File: src/rtl/assert_macros.svh
// Assertion helpers used by radix_digit_converter.
`ifndef ASSERT_MACROS_SVH
`define ASSERT_MACROS_SVH

// Same-cycle implication.
`define ASSERT_IMPLIES(label, clk, rst, ante, cons, msg) \
  label: assert property (@(posedge clk) disable iff (rst) (ante) |-> (cons)) \
    else $error(msg);

// Next-cycle implication.
`define ASSERT_NEXT(label, clk, rst, ante, cons, msg) \
  label: assert property (@(posedge clk) disable iff (rst) (ante) |=> (cons)) \
    else $error(msg);

`endif

File: src/rtl/rdc_pkg.sv
package rdc_pkg;

  // Port payload widths
  localparam int IN_W   = 64;
  localparam int CHAR_W = 8;

  // Conversion sizing
  localparam int VALUE_WIDTH = 64;
  localparam int MAX_DIGITS  = 64;
  localparam int DIGIT_AW    = $clog2(MAX_DIGITS);
  localparam int COUNT_W     = $clog2(MAX_DIGITS + 1);
  localparam int DIGIT_W     = 4;
  localparam int RADIX_W     = 5;

  // Divider: DIV_STEP quotient bits per cycle
  localparam int DIV_STEP   = 8;
  localparam int DIV_CYCLES = (VALUE_WIDTH + DIV_STEP - 1) / DIV_STEP;
  localparam int DIV_PAD_W  = DIV_CYCLES * DIV_STEP;
  localparam int DIV_CNT_W  = $clog2(DIV_CYCLES + 1);

  // Configuration port
  localparam int APB_DW = 64;
  localparam int APB_AW = 5;

  typedef enum logic [1:0] {
    REG_BASE_SIZE  = 2'd0,
    REG_CHARS_LOW  = 2'd1,
    REG_CHARS_HIGH = 2'd2
  } reg_idx_t;

  localparam logic [RADIX_W-1:0] BASE_SIZE_RST  = 5'd10;
  localparam logic [63:0]        CHARS_LOW_RST  = 64'h3736_3534_3332_3130;
  localparam logic [63:0]        CHARS_HIGH_RST = 64'h6665_6463_6261_3938;

  typedef struct packed {
    logic [RADIX_W-1:0] base_size;
    logic [63:0]        chars_low;
    logic [63:0]        chars_high;
  } cfg_t;

  typedef struct packed {
    logic               start;
    logic [RADIX_W-1:0] radix;
  } div_ctrl_t;

  typedef struct packed {
    logic busy;
    logic done;
  } div_stat_t;

  typedef enum logic [1:0] {
    ST_IDLE,
    ST_DIV,
    ST_READ,
    ST_SHOW
  } rdc_state_t;

  // Clamp the programmed base into 2..16
  function automatic logic [RADIX_W-1:0] eff_radix(input logic [RADIX_W-1:0] b);
    logic [RADIX_W-1:0] r;
    r = b;
    if (b inside {[5'd0:5'd1]}) begin
      r = 5'd2;
    end else if (b inside {[5'd17:5'd31]}) begin
      r = 5'd16;
    end
    return r;
  endfunction

  function automatic logic [CHAR_W-1:0] char_of(input logic [DIGIT_W-1:0] d,
                                                input logic [63:0] lo,
                                                input logic [63:0] hi);
    logic [5:0] sh;
    sh = {d[2:0], 3'b000};
    return d[3] ? hi[sh +: CHAR_W] : lo[sh +: CHAR_W];
  endfunction

endpackage

File: src/rtl/rdc_if.sv
interface rdc_in_if;
  logic                    valid;
  logic                    ready;
  logic [rdc_pkg::IN_W-1:0] value;

  modport source (output valid, output value, input ready);
  modport sink   (input valid, input value, output ready);
endinterface

interface rdc_out_if;
  logic                      valid;
  logic                      ready;
  logic [rdc_pkg::CHAR_W-1:0] digit_char;
  logic                      last;

  modport source (output valid, output digit_char, output last, input ready);
  modport sink   (input valid, input digit_char, input last, output ready);
endinterface

File: src/rtl/radix_digit_converter.sv
// Converts one unsigned 64-bit value per request into digit characters in the
// programmed base (2..16, values outside clamp), most significant first, with
// last set on the final character; zero gives a single digit, and at most 64
// digits (the least significant ones) are produced. in_ch.ready is high only
// while the block is idle. Digits are found least significant first by one
// shared restoring divider that handles 8 dividend bits per cycle; they are
// kept in a 64x4 digit RAM and read back through its registered port, each
// character read in ST_READ and then shown in ST_SHOW, where it holds while
// the sink stalls. Once the last character is taken the block returns to
// idle and accepts the next request.
// Registers (8-byte spacing): 0x00 base_size, 0x08 digit_chars_low,
// 0x10 digit_chars_high; change them only while idle.
`include "assert_macros.svh"

module radix_digit_converter (
  input  logic                       clk,
  input  logic                       rst,
  rdc_in_if.sink                     in_ch,
  rdc_out_if.source                  out_ch,
  input  logic                       psel,
  input  logic                       penable,
  input  logic                       pwrite,
  input  logic [rdc_pkg::APB_AW-1:0] paddr,
  input  logic [rdc_pkg::APB_DW-1:0] pwdata,
  output logic [rdc_pkg::APB_DW-1:0] prdata,
  output logic                       pready
);

  rdc_pkg::cfg_t       cfg;
  rdc_pkg::div_ctrl_t  div_ctrl;
  rdc_pkg::div_stat_t  div_stat;
  rdc_pkg::rdc_state_t state, state_next;

  logic [rdc_pkg::VALUE_WIDTH-1:0] dividend;
  logic [rdc_pkg::VALUE_WIDTH-1:0] quotient;
  logic [rdc_pkg::DIGIT_W-1:0]     remainder;
  logic [rdc_pkg::DIGIT_W-1:0]     rd_digit;
  logic [rdc_pkg::COUNT_W-1:0]     digit_count, digit_count_next;
  logic [rdc_pkg::DIGIT_AW-1:0]    emit_idx, emit_idx_next;
  logic                            ram_we;
  logic                            ram_re;

  rdc_cfg_regs u_cfg (
    .clk     (clk),
    .rst     (rst),
    .psel    (psel),
    .penable (penable),
    .pwrite  (pwrite),
    .paddr   (paddr),
    .pwdata  (pwdata),
    .prdata  (prdata),
    .pready  (pready),
    .cfg     (cfg)
  );

  // New value comes from the port, later dividends from the last quotient
  assign dividend = (state == rdc_pkg::ST_IDLE) ? in_ch.value[rdc_pkg::VALUE_WIDTH-1:0]
                                                : quotient;
  assign div_ctrl.radix = rdc_pkg::eff_radix(cfg.base_size);

  rdc_divider u_div (
    .clk       (clk),
    .rst       (rst),
    .ctrl      (div_ctrl),
    .dividend  (dividend),
    .stat      (div_stat),
    .quotient  (quotient),
    .remainder (remainder)
  );

  rdc_digit_ram u_ram (
    .clk   (clk),
    .we    (ram_we),
    .waddr (digit_count[rdc_pkg::DIGIT_AW-1:0]),
    .wdata (remainder),
    .re    (ram_re),
    .raddr (emit_idx),
    .rdata (rd_digit)
  );

  always_ff @(posedge clk) begin
    if (rst) begin
      state       <= rdc_pkg::ST_IDLE;
      digit_count <= '0;
      emit_idx    <= '0;
    end else begin
      state       <= state_next;
      digit_count <= digit_count_next;
      emit_idx    <= emit_idx_next;
    end
  end

  always_comb begin
    state_next       = state;
    digit_count_next = digit_count;
    emit_idx_next    = emit_idx;
    div_ctrl.start   = 1'b0;
    ram_we           = 1'b0;
    ram_re           = 1'b0;
    in_ch.ready      = 1'b0;
    out_ch.valid     = 1'b0;
    case (state)
      rdc_pkg::ST_IDLE: begin
        in_ch.ready = 1'b1;
        if (in_ch.valid) begin
          div_ctrl.start   = 1'b1;
          digit_count_next = '0;
          state_next       = rdc_pkg::ST_DIV;
        end
      end
      rdc_pkg::ST_DIV: begin
        if (div_stat.done) begin
          ram_we           = 1'b1;
          digit_count_next = digit_count + 1'b1;
          if (quotient == '0 ||
              digit_count == rdc_pkg::COUNT_W'(rdc_pkg::MAX_DIGITS - 1)) begin
            emit_idx_next = digit_count[rdc_pkg::DIGIT_AW-1:0];
            state_next    = rdc_pkg::ST_READ;
          end else begin
            div_ctrl.start = 1'b1;
          end
        end
      end
      rdc_pkg::ST_READ: begin
        ram_re     = 1'b1;
        state_next = rdc_pkg::ST_SHOW;
      end
      rdc_pkg::ST_SHOW: begin
        out_ch.valid = 1'b1;
        if (out_ch.ready) begin
          if (emit_idx == '0) begin
            state_next = rdc_pkg::ST_IDLE;
          end else begin
            emit_idx_next = emit_idx - 1'b1;
            state_next    = rdc_pkg::ST_READ;
          end
        end
      end
      default: state_next = rdc_pkg::ST_IDLE;
    endcase
  end

  // RAM read data holds while stalled, so the character holds too
  assign out_ch.digit_char = rdc_pkg::char_of(rd_digit, cfg.chars_low, cfg.chars_high);
  assign out_ch.last       = (emit_idx == '0);

  `ASSERT_IMPLIES(a_ready_excl_valid, clk, rst, in_ch.ready, !out_ch.valid,
                  "ready with output valid")
  `ASSERT_IMPLIES(a_start_when_free, clk, rst, div_ctrl.start, !div_stat.busy,
                  "divider restarted while busy")
  `ASSERT_IMPLIES(a_count_bound, clk, rst, 1'b1,
                  digit_count <= rdc_pkg::COUNT_W'(rdc_pkg::MAX_DIGITS), "digit count overflow")
  `ASSERT_NEXT(a_idle_after_last, clk, rst, out_ch.valid && out_ch.ready && out_ch.last,
               in_ch.ready, "not idle after last character")

endmodule

File: src/rtl/rdc_cfg_regs.sv
module rdc_cfg_regs (
  input  logic                        clk,
  input  logic                        rst,
  input  logic                        psel,
  input  logic                        penable,
  input  logic                        pwrite,
  input  logic [rdc_pkg::APB_AW-1:0]  paddr,
  input  logic [rdc_pkg::APB_DW-1:0]  pwdata,
  output logic [rdc_pkg::APB_DW-1:0]  prdata,
  output logic                        pready,
  output rdc_pkg::cfg_t               cfg
);

  rdc_pkg::reg_idx_t idx;
  logic              wr;

  assign idx    = rdc_pkg::reg_idx_t'(paddr[4:3]);
  assign wr     = psel && penable && pwrite;
  assign pready = 1'b1;

  always_ff @(posedge clk) begin
    if (rst) begin
      cfg.base_size  <= rdc_pkg::BASE_SIZE_RST;
      cfg.chars_low  <= rdc_pkg::CHARS_LOW_RST;
      cfg.chars_high <= rdc_pkg::CHARS_HIGH_RST;
    end else if (wr) begin
      case (idx)
        rdc_pkg::REG_BASE_SIZE:  cfg.base_size  <= pwdata[rdc_pkg::RADIX_W-1:0];
        rdc_pkg::REG_CHARS_LOW:  cfg.chars_low  <= pwdata;
        rdc_pkg::REG_CHARS_HIGH: cfg.chars_high <= pwdata;
        default: ;
      endcase
    end
  end

  always_comb begin
    case (idx)
      rdc_pkg::REG_BASE_SIZE:  prdata = {{(rdc_pkg::APB_DW-rdc_pkg::RADIX_W){1'b0}},
                                         cfg.base_size};
      rdc_pkg::REG_CHARS_LOW:  prdata = cfg.chars_low;
      rdc_pkg::REG_CHARS_HIGH: prdata = cfg.chars_high;
      default:                 prdata = '0;
    endcase
  end

endmodule

File: src/rtl/rdc_divider.sv
// Restoring divider by a small radix, DIV_STEP dividend bits per cycle.
module rdc_divider (
  input  logic                            clk,
  input  logic                            rst,
  input  rdc_pkg::div_ctrl_t              ctrl,
  input  logic [rdc_pkg::VALUE_WIDTH-1:0] dividend,
  output rdc_pkg::div_stat_t              stat,
  output logic [rdc_pkg::VALUE_WIDTH-1:0] quotient,
  output logic [rdc_pkg::DIGIT_W-1:0]     remainder
);

  logic [rdc_pkg::DIV_PAD_W-1:0] q, q_next;
  logic [rdc_pkg::DIGIT_W-1:0]   rem, rem_next;
  logic [rdc_pkg::RADIX_W-1:0]   radix;
  logic [rdc_pkg::DIV_CNT_W-1:0] cnt;
  logic                          busy;
  logic                          done;

  // Quotient bits shift in at the bottom as dividend bits leave the top.
  always_comb begin
    logic [rdc_pkg::DIGIT_W:0] t;
    q_next   = q;
    rem_next = rem;
    for (int i = 0; i < rdc_pkg::DIV_STEP; i++) begin
      t = {rem_next, q_next[rdc_pkg::DIV_PAD_W-1]};
      if (t >= radix) begin
        t      = t - radix;
        q_next = {q_next[rdc_pkg::DIV_PAD_W-2:0], 1'b1};
      end else begin
        q_next = {q_next[rdc_pkg::DIV_PAD_W-2:0], 1'b0};
      end
      rem_next = t[rdc_pkg::DIGIT_W-1:0];
    end
  end

  always_ff @(posedge clk) begin
    if (rst) begin
      busy <= 1'b0;
      done <= 1'b0;
      cnt  <= '0;
    end else begin
      done <= 1'b0;
      if (ctrl.start) begin
        busy <= 1'b1;
        cnt  <= rdc_pkg::DIV_CNT_W'(rdc_pkg::DIV_CYCLES - 1);
      end else if (busy) begin
        if (cnt == '0) begin
          busy <= 1'b0;
          done <= 1'b1;
        end else begin
          cnt <= cnt - 1'b1;
        end
      end
    end
  end

  always_ff @(posedge clk) begin
    if (ctrl.start) begin
      q     <= rdc_pkg::DIV_PAD_W'(dividend);
      rem   <= '0;
      radix <= ctrl.radix;
    end else if (busy) begin
      q   <= q_next;
      rem <= rem_next;
    end
  end

  assign quotient  = q[rdc_pkg::VALUE_WIDTH-1:0];
  assign remainder = rem;
  assign stat.busy = busy;
  assign stat.done = done;

endmodule

File: src/rtl/rdc_digit_ram.sv
module rdc_digit_ram (
  input  logic                         clk,
  input  logic                         we,
  input  logic [rdc_pkg::DIGIT_AW-1:0] waddr,
  input  logic [rdc_pkg::DIGIT_W-1:0]  wdata,
  input  logic                         re,
  input  logic [rdc_pkg::DIGIT_AW-1:0] raddr,
  output logic [rdc_pkg::DIGIT_W-1:0]  rdata
);

  logic [rdc_pkg::DIGIT_W-1:0] mem [rdc_pkg::MAX_DIGITS];

  always_ff @(posedge clk) begin
    if (we) begin
      mem[waddr] <= wdata;
    end
  end

  always_ff @(posedge clk) begin
    if (re) begin
      rdata <= mem[raddr];
    end
  end

endmodule
File: src/flat_wrapper.sv
// flat-port wrapper written by rule: the top's interface ports become plain ports
module radix_digit_converter_flat 
  (clk, rst, psel, penable, pwrite, paddr, pwdata, prdata, pready, in_ch_valid, in_ch_value, in_ch_ready, out_ch_valid, out_ch_digit_char, out_ch_last, out_ch_ready);
  rdc_in_if in_ch_i ();
  rdc_out_if out_ch_i ();
  input  logic clk;
  input  logic rst;
  input  logic psel;
  input  logic penable;
  input  logic pwrite;
  input  logic [rdc_pkg::APB_AW-1:0] paddr;
  input  logic [rdc_pkg::APB_DW-1:0] pwdata;
  output logic [rdc_pkg::APB_DW-1:0] prdata;
  output logic pready;
  input wire logic [$bits(in_ch_i.valid)-1:0] in_ch_valid;
  input wire logic [$bits(in_ch_i.value)-1:0] in_ch_value;
  output wire logic [$bits(in_ch_i.ready)-1:0] in_ch_ready;
  output wire logic [$bits(out_ch_i.valid)-1:0] out_ch_valid;
  output wire logic [$bits(out_ch_i.digit_char)-1:0] out_ch_digit_char;
  output wire logic [$bits(out_ch_i.last)-1:0] out_ch_last;
  input wire logic [$bits(out_ch_i.ready)-1:0] out_ch_ready;
  assign in_ch_i.valid = in_ch_valid;
  assign in_ch_i.value = in_ch_value;
  assign in_ch_ready = in_ch_i.ready;
  assign out_ch_valid = out_ch_i.valid;
  assign out_ch_digit_char = out_ch_i.digit_char;
  assign out_ch_last = out_ch_i.last;
  assign out_ch_i.ready = out_ch_ready;
  radix_digit_converter u_core (.clk(clk), .rst(rst), .in_ch(in_ch_i), .out_ch(out_ch_i), .psel(psel), .penable(penable), .pwrite(pwrite), .paddr(paddr), .pwdata(pwdata), .prdata(prdata), .pready(pready));
endmodule
File: config.mk
export PLATFORM = sky130hd
export DESIGN_NAME = radix_digit_converter_flat
export DESIGN_NICKNAME = d
export VERILOG_FILES = /design/src/rtl/rdc_pkg.sv /design/src/rtl/rdc_if.sv /design/src/rtl/radix_digit_converter.sv /design/src/rtl/rdc_cfg_regs.sv /design/src/rtl/rdc_divider.sv /design/src/rtl/rdc_digit_ram.sv /design/src/flat_wrapper.sv
export VERILOG_INCLUDE_DIRS = /design/src /design/src/rtl
export SDC_FILE = /design/constraint.sdc
export NUM_CORES = 1
export LEC_CHECK = 0
export BUFFER_PORTS_ARGS = -buffer_cell sky130_fd_sc_hd__buf_2
export CAP_MARGIN = 10
export CORE_MARGIN = 1
export CORE_UTILIZATION = 45
export CTS_CLUSTER_DIAMETER = 200
export DETAILED_ROUTE_END_ITERATION = 8
export GPL_TIMING_DRIVEN = 0
export PLACE_DENSITY = 0.66
export SYNTH_ARGS = -nofsm -noshare
export SYNTH_HDL_FRONTEND = slang
export SYNTH_HIERARCHICAL = 1
export SYNTH_SLANG_ARGS = --single-unit
export TNS_END_PERCENT = 5
File: constraint.sdc
create_clock -name clk -period 14.55 [get_ports clk]
set_input_delay 0.7275 -clock clk [delete_from_list [all_inputs] [get_ports clk]]
set_output_delay 0.7275 -clock clk [all_outputs]
set_load 0.01 [all_outputs]
==> results.tsv <==
stage	metric	value	unit
placement	GPL Wtd Cong	0.932	
critical_path	data required time at the worst endpoint	15.03	ns
cells_and_area	fill count	4514	
clock_tree	Worst-path clk slew	0.06	ns
clock_tree	clk root buf	clkbuf_16	
die	Starting Density	45.8	%
die	I/O pin count	216	
yosys	synthesized instance count	1849	
clock_tree	clock buffer depth	3	
global_routing	largest net degree at the start of global routing	65	
timing	worst rel slew slack	35.1	%
timing	clock skew	0.0265	ns
detailed_routing	via count	16896	
cells_and_area	multi-input logic area	10700	sq um
critical_path	CP dominant cell by count	ha_1	
detailed_routing	DR WL/cell	23.3	um
global_routing	first-pass GRT wire length	102000	um
timing	worst-margin pin slew	0.974	ns
pwr	power per standard cell area	231	nW/um^2
die	Die Ht	236	um
pwr	standby leakage power	10.4	nW
cells_and_area	layout cells sized above 1	28.7	%
global_routing	Overall Global Routing Usage	23.7	%
detailed_routing	Detailed Route WL	66600	um
cells_and_area	post-route cell area	28500	sq um
pwr	maximum VDD drop	0.000563	V
yosys	synthesized net count	2041	
placement	pre-CTS setup slack	1.65	ns
clock_tree	CTS Hold Bufs	0	
placement	placed instance area	26700	sq um
clock_tree	CTS buffer count	52	
timing	Hold Vio Cnt, Final	0	
detailed_routing	remaining antenna violation count	0	
clock_tree	setup bufs post-CTS	0	
clock_tree	clock sink count	487	
critical_path	Critical Path AT	13.52	ns
yosys	Syn. warnings	6	
pwr	Design Power	0.00658	W
critical_path	critical path class	register to register	
timing	RSZ-0062 raised after global routing	false	
detailed_routing	First-pass DRT Iterations	7	
clock_tree	later-pin clock latency in the skew report	0.60	ns
die	Die ar.	55900	sq um
detailed_routing	mean number of vias per cell	5.91	
critical_path	origin of the critical flop-to-flop path	u_core/u_div/radix[1]$_DFFE_PP_	
placement	hpwl dp	47400	um
die	chip width	236	um
job	Max-Cap Viols	0	
placement	I/O Buffers	211	
critical_path	Worst path slowest cell	inv_1	
timing	Final WS setup	1.51	ns
detailed_routing	initial DRC count	1480	
critical_path	Critical Path Sink Type	register	
hold_path	Hold Crit Start	pwdata[21]	
cells_and_area	Register Area	13000	sq um
global_routing	initial antenna violation count	2	
timing	Final Critical Period	13.04	ns
run_status	status	finished clean	
cells_and_area	Final #Nets	2310	
critical_path	CP Launch Type	register	
timing	period utilisation layout	89.6	%
global_routing	vias in the first global route	17064	
critical_path	worst-path fanout max	14	
global_routing	GRT overflow	0	
timing	Max Clk Rate	0.0767	GHz
clock_tree	htree depth	2	
yosys	syn_area_per_cell	13.4	sq um
clock_tree	# resized after CTS	0	
timing	final setup vio count	0	
cells_and_area	Layout area overhead	15.1	%
yosys	Synth Cell Area	24700	sq um
detailed_routing	drt drc	0	
timing	Slew Viols, Final	0	
cells_and_area	most frequent cells in the layout	329 x edfxtp_1, 244 x buf_2, 215 x nor2_1, 154 x dfxtp_1, 149 x mux2i_1	
critical_path	crit path from	u_core/u_div/radix[1]$_DFFE_PP_	
cells_and_area	most common cell after layout, fill and taps aside	edfxtp_1	
clock_tree	CTS tree	built	
die	Core Region	54000	sq um
hold_path	type of the worst min-delay path	input port to register	
critical_path	crit-path max cell delay	0.59	ns
die	Rows	85	
timing	Final TNS setup	0	ns
-- area by class of cell --
type / instances / share of cell area (%)
Sequential cell: 487 / 45.8
Multi-Input combinational cell: 1207 / 37.7
Clock buffer: 57 / 4.86
Timing Repair Buffer: 215 / 4.02
Tap cell: 696 / 3.06
Buffer: 116 / 2.80
Clock inverter: 41 / 1.18
Inverter: 39 / 0.514
Antenna cell: 1 / 0.00879
-- final timing paths --
check / end / slack (ns) / depth (start not counted)
worst max register to register: u_core/u_div/remainder[1]$_SDFFE_PP0P_ / 1.51 / 45
worst max-delay path: u_core/u_div/remainder[1]$_SDFFE_PP0P_ / 1.51 / 45
worst min register to register: u_core/u_cfg/cfg[24]$_SDFFE_PP0P_ / 0.49 / 2
worst min-delay path: u_core/u_cfg/cfg[21]$_SDFFE_PP1P_ / 0.40 / 3
-- where the power goes --
part	internal (W)	switching [W]	total (W)
sequential	0.00165	0.0000840	0.00174
combinational	0.00160	0.00192	0.00352
clock	0.000773	0.000555	0.00133
total	0.00402	0.00256	0.00658
-- sequential cells by signal, indices dropped and copies added, names as in the netlist --
register	count
u_core/u_ram/mem	256
u_core/u_cfg/cfg	133
u_core/u_div/quotient	64
u_core/digit_count	7
u_core/emit_idx	6
u_core/u_div/radix	5
u_core/u_div/cnt	4
u_core/u_div/remainder	4
u_core/u_ram/rdata	4
u_core/state	2
u_core/u_div/busy	1
u_core/u_div/done	1
-- per-stage QoR --
step / hold slack (ns) / utilization (%) / cells
4_1_cts: 0.377 / 52.7 / 2858
2_1_floorplan: 0.458 / - / 1849
6_report: 0.404 / 52.7 / 2859
3_3_place_gp: 0.470 / 49.3 / 2756
5_1_grt: 0.396 / 52.7 / 2858
3_5_place_dp: 0.480 / 49.5 / 2760
-- per-layer routing --
layer  track usage [%]  wire, um  up-vias  share of wire (%)
met5                 0         7        -              0.011
met4              7.95      1840        2                2.8
met3              3.98      4880      111                7.3
met2              39.1     31800      697                 48
met1              31.7     28000     8508                 42
li1                  -         -     7578                  -
-- critical path, delay by kind of cell, from the launching register on --
family / cells / cell delay, ns
and+or+nand+nor: 9 / 1.85
buffers and inverters: 2 / 0.65
muxes: 8 / 2.85
DFF: 1 / 0.47
adders and majority gates: 8 / 2.59
AOI/OAI and AO/OA: 18 / 4.52
Note: power is estimated with default switching activity, not from simulation.
